<file path="config.mk">
export PLATFORM = sky130hd
export DESIGN_NAME = keypad_gesture_classifier
export DESIGN_NICKNAME = d
export VERILOG_FILES = /design/src/sv/kgc_pkg.sv /design/src/sv/kgc_core.sv /design/src/sv/keypad_gesture_classifier.sv
export SDC_FILE = /design/constraint.sdc
export NUM_CORES = 1
export LEC_CHECK = 0
export BUFFER_PORTS_ARGS = -buffer_cell sky130_fd_sc_hd__buf_2
export CAP_MARGIN = 5
export CORE_ASPECT_RATIO = 1.2
export CORE_MARGIN = 3
export CORE_UTILIZATION = 25
export DETAILED_ROUTE_END_ITERATION = 7
export PLACE_DENSITY = 0.4
export SYNTH_ARGS = -nofsm -noshare
export SYNTH_HDL_FRONTEND = slang
export SYNTH_SLANG_ARGS = --single-unit
</file>
<file path="constraint.sdc">
create_clock -name i_clk -period 5 [get_ports i_clk]
set_clock_uncertainty 0.15 [all_clocks]
set_input_delay 1.5 -clock i_clk [delete_from_list [all_inputs] [get_ports i_clk]]
set_output_delay 1.5 -clock i_clk [all_outputs]
set_load 0.02 [all_outputs]
</file>
<file path="src/sv/kgc_pkg.sv">
// Shared types and constants for the keypad gesture classifier.
// Used by kgc_core and keypad_gesture_classifier. No dependencies.
package kgc_pkg;

    // Key codes
    localparam logic [1:0] KEY_UP  = 2'd0;
    localparam logic [1:0] KEY_DN  = 2'd1;
    localparam logic [1:0] KEY_FN  = 2'd2;
    localparam logic [1:0] KEY_BAD = 2'd3;

    // Configuration register indexes
    localparam logic REG_HOLD_THR = 1'b0;
    localparam logic REG_LONG_THR = 1'b1;

    // Threshold reset values in milliseconds
    localparam logic [31:0] HOLD_THR_RST = 32'd500;
    localparam logic [31:0] LONG_THR_RST = 32'd2000;

    typedef enum logic [2:0] {
        EV_NONE      = 3'd0,
        EV_TAP       = 3'd1,
        EV_HOLD_BEG  = 3'd2,
        EV_HOLD_END  = 3'd3,
        EV_FN_LONG   = 3'd4,
        EV_CHORD_REV = 3'd5
    } t_event;

    // One request as it sits in the input register
    typedef struct packed {
        logic        kind;      // 1: time tick, 0: key change
        logic [1:0]  key_code;
        logic        is_press;
        logic [31:0] time_ms;
    } t_item;

    // Per-key and latch flags of the classifier
    typedef struct packed {
        logic [2:0] key_pressed;
        logic [2:0] key_holding;
        logic       long_done;
        logic       chord_active;
        logic       chord_done;
    } t_flags;

endpackage

</file>
<file path="src/sv/kgc_core.sv">
// Combinational gesture decision for one request: next flags, press time
// write enables and the event. Depends on kgc_pkg.
module kgc_core #(
    parameter int TIME_BITS = 32
) (
    input  kgc_pkg::t_item        i_item,
    input  kgc_pkg::t_flags       i_flags,
    input  logic [TIME_BITS-1:0]  i_press_time [3],
    input  logic [31:0]           i_hold_thr,
    input  logic [31:0]           i_long_thr,
    output kgc_pkg::t_flags       o_flags,
    output logic [2:0]            o_time_we,
    output logic [TIME_BITS-1:0]  o_now,
    output kgc_pkg::t_event       o_event,
    output logic [1:0]            o_key
);

    localparam int CMP_W = (TIME_BITS > 32) ? TIME_BITS : 32;

    logic [CMP_W-1:0]     now_w;
    logic [TIME_BITS-1:0] now;
    logic [TIME_BITS-1:0] since_up, since_dn, since_fn;
    logic [CMP_W-1:0]     hold_w, long_w;
    logic [1:0]           ge_hold;     // up, down past the hold threshold
    logic                 up_ge_long;
    logic                 fn_ge_long;

    assign now_w = CMP_W'(i_item.time_ms);
    assign now   = now_w[TIME_BITS-1:0];
    assign o_now = now;

    // Durations wrap modulo 2^TIME_BITS
    assign since_up = now - i_press_time[0];
    assign since_dn = now - i_press_time[1];
    assign since_fn = now - i_press_time[2];

    assign hold_w = CMP_W'(i_hold_thr);
    assign long_w = CMP_W'(i_long_thr);

    assign ge_hold[0]  = CMP_W'(since_up) >= hold_w;
    assign ge_hold[1]  = CMP_W'(since_dn) >= hold_w;
    assign up_ge_long  = CMP_W'(since_up) >= long_w;
    assign fn_ge_long  = CMP_W'(since_fn) >= long_w;

    always_comb begin
        logic [1:0] key;
        logic [1:0] other;
        key       = i_item.key_code;
        other     = (key == kgc_pkg::KEY_UP) ? kgc_pkg::KEY_DN : kgc_pkg::KEY_UP;
        o_flags   = i_flags;
        o_time_we = '0;
        o_event   = kgc_pkg::EV_NONE;
        o_key     = key;

        if (i_item.kind) begin
            // Tick: function long press first, then chord, then up/down holds
            o_key = kgc_pkg::KEY_UP;
            if (i_flags.key_pressed[2] && !i_flags.long_done && fn_ge_long) begin
                o_flags.long_done = 1'b1;
                o_event = kgc_pkg::EV_FN_LONG;
                o_key   = kgc_pkg::KEY_FN;
            end else if (i_flags.chord_active && !i_flags.chord_done &&
                         i_flags.key_pressed[0] && i_flags.key_pressed[1] &&
                         up_ge_long) begin
                o_flags.chord_done = 1'b1;
                o_event = kgc_pkg::EV_CHORD_REV;
            end else if (i_flags.chord_active) begin
                o_event = kgc_pkg::EV_NONE;
            end else if (i_flags.key_pressed[0] && !i_flags.key_holding[0] &&
                         ge_hold[0]) begin
                o_flags.key_holding[0] = 1'b1;
                o_event = kgc_pkg::EV_HOLD_BEG;
            end else if (i_flags.key_pressed[1] && !i_flags.key_holding[1] &&
                         ge_hold[1]) begin
                o_flags.key_holding[1] = 1'b1;
                o_event = kgc_pkg::EV_HOLD_BEG;
                o_key   = kgc_pkg::KEY_DN;
            end
        end else if (key == kgc_pkg::KEY_BAD) begin
            o_event = kgc_pkg::EV_NONE;
        end else if (i_item.is_press) begin
            // A press always restarts the key's timing
            o_flags.key_pressed[key] = 1'b1;
            o_flags.key_holding[key] = 1'b0;
            o_time_we[key]           = 1'b1;
            if (key == kgc_pkg::KEY_FN) begin
                o_flags.long_done = 1'b0;
            end else if (o_flags.key_pressed[0] && o_flags.key_pressed[1] &&
                         !i_flags.chord_active) begin
                // Chord start: retime both keys, close a running jog
                o_flags.chord_active = 1'b1;
                o_flags.chord_done   = 1'b0;
                o_time_we[1:0]       = 2'b11;
                if (i_flags.key_holding[other]) begin
                    o_flags.key_holding[other] = 1'b0;
                    o_event = kgc_pkg::EV_HOLD_END;
                    o_key   = other;
                end
            end
        end else if (i_flags.key_pressed[key]) begin
            o_flags.key_pressed[key] = 1'b0;
            if (i_flags.chord_active && key != kgc_pkg::KEY_FN) begin
                if (!o_flags.key_pressed[0] && !o_flags.key_pressed[1]) begin
                    o_flags.chord_active = 1'b0;
                end
            end else if (key == kgc_pkg::KEY_FN && i_flags.long_done) begin
                o_event = kgc_pkg::EV_NONE;
            end else if (i_flags.key_holding[key]) begin
                o_flags.key_holding[key] = 1'b0;
                o_event = kgc_pkg::EV_HOLD_END;
            end else if (key == kgc_pkg::KEY_FN) begin
                o_event = kgc_pkg::EV_TAP;
            end else if (!ge_hold[key[0]]) begin
                o_event = kgc_pkg::EV_TAP;
            end
        end
    end

endmodule

</file>
<file path="src/sv/keypad_gesture_classifier.sv">
// Keypad gesture classifier: taps, jog holds, function long press and the
// up+down chord on three keys. The result register loads from the input register
// once free. Throughput: one request per cycle unless the event stream stalls;
// the single pass through kgc_core (three timestamp subtract-compares and flag
// logic) sets the cycle.
// Reset (i_rst_n low, synchronous) clears all flags and press times and
// loads the thresholds with 500 ms and 2000 ms.
module keypad_gesture_classifier #(
    parameter int TIME_BITS = 32
) (
    input  logic        i_clk,
    input  logic        i_rst_n,

    // Request stream
    input  logic        i_s_tvalid,
    output logic        o_s_tready,
    input  logic [39:0] i_s_tdata,   // [1:0] key_code, [2] is_press, [34:3] time_ms
    input  logic        i_s_tuser,   // [0] kind (1: time tick)

    // Event stream
    output logic        o_m_tvalid,
    input  logic        i_m_tready,
    output logic [7:0]  o_m_tdata,   // [1:0] event_key
    output logic [2:0]  o_m_tuser,   // [2:0] event_code

    // Configuration writes
    input  logic        i_cfg_valid,
    output logic        o_cfg_ready,
    input  logic        i_cfg_index,
    input  logic [31:0] i_cfg_data
);

    // Thresholds
    logic [31:0] r_hold_thr;
    logic [31:0] r_long_thr;

    // Input register
    logic            r_in_valid;
    kgc_pkg::t_item  r_in;

    // Classifier state
    kgc_pkg::t_flags      r_flags;
    logic [TIME_BITS-1:0] r_press_time [3];

    // Result register
    logic            r_out_valid;
    kgc_pkg::t_event r_out_event;
    logic [1:0]      r_out_key;

    // Core outputs
    kgc_pkg::t_flags      n_flags;
    logic [2:0]           n_time_we;
    logic [TIME_BITS-1:0] n_now;
    kgc_pkg::t_event      n_event;
    logic [1:0]           n_key;

    logic out_free;
    logic advance;

    // The result register frees when empty or when taken this cycle; the
    // input register advances into it whenever it frees.
    assign out_free   = !r_out_valid || i_m_tready;
    assign advance    = r_in_valid && out_free;
    assign o_s_tready = !r_in_valid || out_free;

    // Configuration must be written only while idle (the block itself does not enforce this), so always take it
    assign o_cfg_ready = 1'b1;

    always_ff @(posedge i_clk) begin
        if (!i_rst_n) begin
            r_hold_thr <= kgc_pkg::HOLD_THR_RST;
            r_long_thr <= kgc_pkg::LONG_THR_RST;
        end else if (i_cfg_valid) begin
            unique case (i_cfg_index)
                kgc_pkg::REG_HOLD_THR: r_hold_thr <= i_cfg_data;
                kgc_pkg::REG_LONG_THR: r_long_thr <= i_cfg_data;
                default: ;
            endcase
        end
    end

    // Capture a request; hold it until the result register takes it
    always_ff @(posedge i_clk) begin
        if (!i_rst_n) begin
            r_in_valid <= 1'b0;
        end else if (o_s_tready) begin
            r_in_valid <= i_s_tvalid;
        end
    end

    always_ff @(posedge i_clk) begin
        if (i_s_tvalid && o_s_tready) begin
            r_in.kind     <= i_s_tuser;
            r_in.key_code <= i_s_tdata[1:0];
            r_in.is_press <= i_s_tdata[2];
            r_in.time_ms  <= i_s_tdata[34:3];
        end
    end

    kgc_core #(
        .TIME_BITS (TIME_BITS)
    ) u_core (
        .i_item       (r_in),
        .i_flags      (r_flags),
        .i_press_time (r_press_time),
        .i_hold_thr   (r_hold_thr),
        .i_long_thr   (r_long_thr),
        .o_flags      (n_flags),
        .o_time_we    (n_time_we),
        .o_now        (n_now),
        .o_event      (n_event),
        .o_key        (n_key)
    );

    // Commit state only when the request moves into the result register
    always_ff @(posedge i_clk) begin
        if (!i_rst_n) begin
            r_flags <= '0;
            for (int k = 0; k < 3; k++) begin
                r_press_time[k] <= '0;
            end
        end else if (advance) begin
            r_flags <= n_flags;
            for (int k = 0; k < 3; k++) begin
                if (n_time_we[k]) begin
                    r_press_time[k] <= n_now;
                end
            end
        end
    end

    always_ff @(posedge i_clk) begin
        if (!i_rst_n) begin
            r_out_valid <= 1'b0;
        end else if (out_free) begin
            r_out_valid <= r_in_valid;
        end
    end

    always_ff @(posedge i_clk) begin
        if (advance) begin
            r_out_event <= n_event;
            r_out_key   <= n_key;
        end
    end

    assign o_m_tvalid = r_out_valid;
    assign o_m_tdata  = {6'd0, r_out_key};
    assign o_m_tuser  = r_out_event;

    // A key can only be holding while it is down
    a_hold_needs_down: assert property (@(posedge i_clk) disable iff (!i_rst_n)
        (r_flags.key_holding & ~r_flags.key_pressed) == 3'b000)
        else $error("holding flag set on a key that is up");

    // No jog hold runs while the chord is active
    a_chord_no_hold: assert property (@(posedge i_clk) disable iff (!i_rst_n)
        r_flags.chord_active |-> (r_flags.key_holding[1:0] == 2'b00))
        else $error("jog hold running during chord");

    // A chord starts only with both up and down pressed
    a_chord_start: assert property (@(posedge i_clk) disable iff (!i_rst_n)
        $rose(r_flags.chord_active) |-> (r_flags.key_pressed[1:0] == 2'b11))
        else $error("chord latched without both keys down");

    // A stalled request stays in the input register
    a_in_hold: assert property (@(posedge i_clk) disable iff (!i_rst_n)
        (r_in_valid && !advance) |=> r_in_valid)
        else $error("input request lost while stalled");

    // Function long press always names the function key
    a_fn_long_key: assert property (@(posedge i_clk) disable iff (!i_rst_n)
        (r_out_valid && r_out_event == kgc_pkg::EV_FN_LONG) |->
        r_out_key == kgc_pkg::KEY_FN)
        else $error("function long press on wrong key");

endmodule

</file>
==> run_results.csv <==
group,metric,value,unit
run_status,outcome,"completed",
floorplan,dieArea,67100,um2
place,place_congestion,0.856,
floorplan,die_y,283,um
clock_network,clkTransAtPathRegs,0.06,ns
place,dp_cells,2995,
yosys,synth_warnings,0,
sta,whs,0.299,ns
floorplan,start_util,25.3,%
sta,fin_crit,4.90,ns
pwr,cellLeakagePower,7.98,nW
yosys,yosysSeqAreaShare,29.1,%
job,cap_violations,0,
worst_hold_path,whs_path_depth,2,
grt,grt_pass1_wl,79500,um
yosys,avgSynthCellArea,8.28,um2
route,drc_errors,0,
yosys,synth_cells,1933,
clock_network,cts_buffer_depth,3,
sta,rsz0062_at_grt,"true",
worst_hold_path,hp-class,"flop to flop",
layout,area_growth,27.4,%
yosys,synth_enable_flop_cells,41,
clock_network,cts_buffers,26,
critical_path,rr_endpoint,"r_out_key[1]",
sta,worst_slew_pin_slew,1.13,ns
floorplan,core-area,63300,um2
critical_path,critPathLaunchType,"flop",
route,wirelength,50900,um
route,drt_iter0_drc,523,
layout,layout-drive-gt1-share,20.7,%
grt,grt_start_max_net_pins,148,
layout,layout_common_cells,"313 x nand2_1, 233 x buf_4, 214 x ha_1, 182 x inv_1, 171 x dfxtp_1",
sta,slew_headroom,24.7,%
pwr,power_density,257,nW/um2
critical_path,cp.arrival,5.18,ns
yosys,ys_async_sr_fraction,0,%
layout,design.final.nets,2516,
sta,hold_viol,0,
floorplan,num_io_pins,93,
grt,grt_usage,14.9,%
clock_network,clock-sinks,212,
clock_network,cts_tree,"done",
critical_path,cp_max_fo,6,
layout,final_cells,3056,
place,pre_cts_ws,-0.561,ns
critical_path,critPathCaptureType,"flop",
clock_network,root_buffer,"clkbuf_16",
worst_hold_path,hold_start,"r_flags[0]",
place,hpwl,40600,um
floorplan,die_width,237,um
place,portBuffers,80,
route,drt_first_pass_iters,5,
critical_path,crit-reg2reg-launch,"r_in[0]",
yosys,synth_cell_type_count,80,
grt,antenna_found_initial,0,
critical_path,r2r_cells,25,
yosys,synth.ff_latch_count,212,
grt,grt_pass1_vias,14100,
clock_network,htreeDepth,1,
yosys,synthesis.area,16000,um2
yosys,synth_ff_type,"dfxtp_1",
route,viasPerCell,4.62,
clock_network,clk_latency,0.56,ns
grt,grt.overflow.total,0,
sta,post-route-period-util,98.1,%
worst_hold_path,hold-path-endpoint,"r_flags[0]",
route,wl_per_cell,16.6,um
critical_path,rrSetupSlack,0.1,ns
floorplan,std_cell_rows,101,
layout,final_common_cell,"nand2_1",
pwr,ir_drop,0.000206,V
critical_path,path_class,"flop to flop",
route,ant_nets,0,
sta,finalSetupViolCount,0,
sta,fin_ws,0.0958,ns
critical_path,required,5.28,ns
sta,fmax,204,MHz
sta,slew_viol_final,0,
route,vias,14100,
sta,fin_tns_setup,0,ns
## state kept, by name, indices dropped and copies added (netlist names), named ones only
register	count
o_m_tuser	3
o_m_tvalid	1
r_flags	6
r_hold_thr	32
r_in	36
r_in_valid	1
r_long_thr	32
r_out_key	2
r_press_time	96
## repair_timing
action | 4_1_cts | 5_1_grt
buffers inserted | 6 | 8
pin swaps | 34 | 33
hold endpoints to repair | 0 | 0
resized for setup | 52 | 58
hold buffers | 0 | 0
endpoints found under the setup margin | 9 | 9
## per-stage QoR
step                area [um2]  power (mW)  util (%)
global route             20400        5.55      32.2
finish                   20400        5.23      32.2
global placement         18900        3.17      29.8
detailed placement       18900        3.19      29.8
floorplan                16000        2.66         -
CTS                      20000        5.30      31.7
## power by group
group | internal (mW) | switching [mW] | leakage (nW)
logic | 0.635 | 0.747 | 5.77
clock network | 1.20 | 0.805 | 0.428
registers | 1.80 | 0.0469 | 1.79
## critical path, stage by stage (launching register included)
cell,delay (ns)
edfxtp_1,0.41
inv_2,0.11
ha_4,0.14
inv_2,0.03
fa_2,0.33
a211o_1,0.27
o211ai_1,0.13
nand2_1,0.12
a32oi_1,0.23
buf_4,0.17
o211ai_1,0.15
buf_4,0.19
nand4b_1,0.15
a32oi_2,0.13
xor2_1,0.16
ha_1,0.28
nand4_1,0.13
or3_1,0.36
or2_4,0.26
o21ai_2,0.11
a211o_1,0.14
a21oi_4,0.07
buf_6,0.18
nor3_4,0.16
buf_6,0.15
a21o_1,0.09
## layout make-up
type | instances | area, um2
tap | 824 | 1030
clock buffer | 33 | 748
timing repair buffer | 317 | 2210
inverter | 186 | 698
clock inverter | 13 | 141
fill | 6676 | 42900
multi-input combinational | 1470 | 10900
antenna | 1 | 2.50
sequential | 212 | 4650
## Yosys cell counts (16+ instances only)
| cell type | count | area (um2) |
|---|---|---|
| ha_1 | 221 | 2770 |
| xor2_1 | 26 | 228 |
| nand3_1 | 36 | 180 |
| a21boi_0 | 110 | 826 |
| nand4_1 | 24 | 150 |
| dfxtp_1 | 171 | 3420 |
| nand2_1 | 316 | 1190 |
| a21o_1 | 63 | 473 |
| inv_1 | 186 | 698 |
| mux2i_1 | 35 | 350 |
| nor2_1 | 73 | 274 |
| nor2b_1 | 55 | 344 |
| o21a_1 | 23 | 173 |
| xnor2_1 | 56 | 490 |
| edfxtp_1 | 41 | 1230 |
| clkbuf_1 | 52 | 195 |
| nand2b_1 | 20 | 125 |
| o21ai_0 | 49 | 245 |
| nor3_1 | 16 | 80.1 |
| o211ai_1 | 31 | 233 |
| a21oi_1 | 104 | 521 |
## how the worst max path moves through the flow
stage             from      endpoint  depth (start not counted)
6_report       r_in[0]  r_out_key[1]                         25
4_1_cts        r_in[0]  r_out_key[0]                         22
5_1_grt        r_in[0]  r_out_key[1]                         25
3_3_place_gp   r_in[0]    r_flags[0]                         24
3_5_place_dp   r_in[0]  r_out_key[0]                         22
2_1_floorplan  r_in[0]  o_m_tuser[0]                         21
## routing by layer
layer / GRT usage, % / share of wire (%) / vias to the layer above
li1: - / - / 7361
met4: 3.74 / 2.1 / 0
met3: 1.42 / 2.4 / 55
met5: 0 / 0 / -
met1: 21.0 / 50 / 6549
met2: 24.2 / 45 / 156
## cells by family (layout without fill, tap and decap cells)
group,after synthesis,count (layout),synth area share [%]
simple gates,597,597,17.2
buf+inv,256,549,6.27
compound gates,525,525,23.0
fa+ha+maj,224,224,17.7
other cells,2,8,0.0469
mux,35,35,2.19
xor+xnor,82,82,4.49
flops,212,212,29.1
Note: power is estimated with default switching activity, not from simulation.
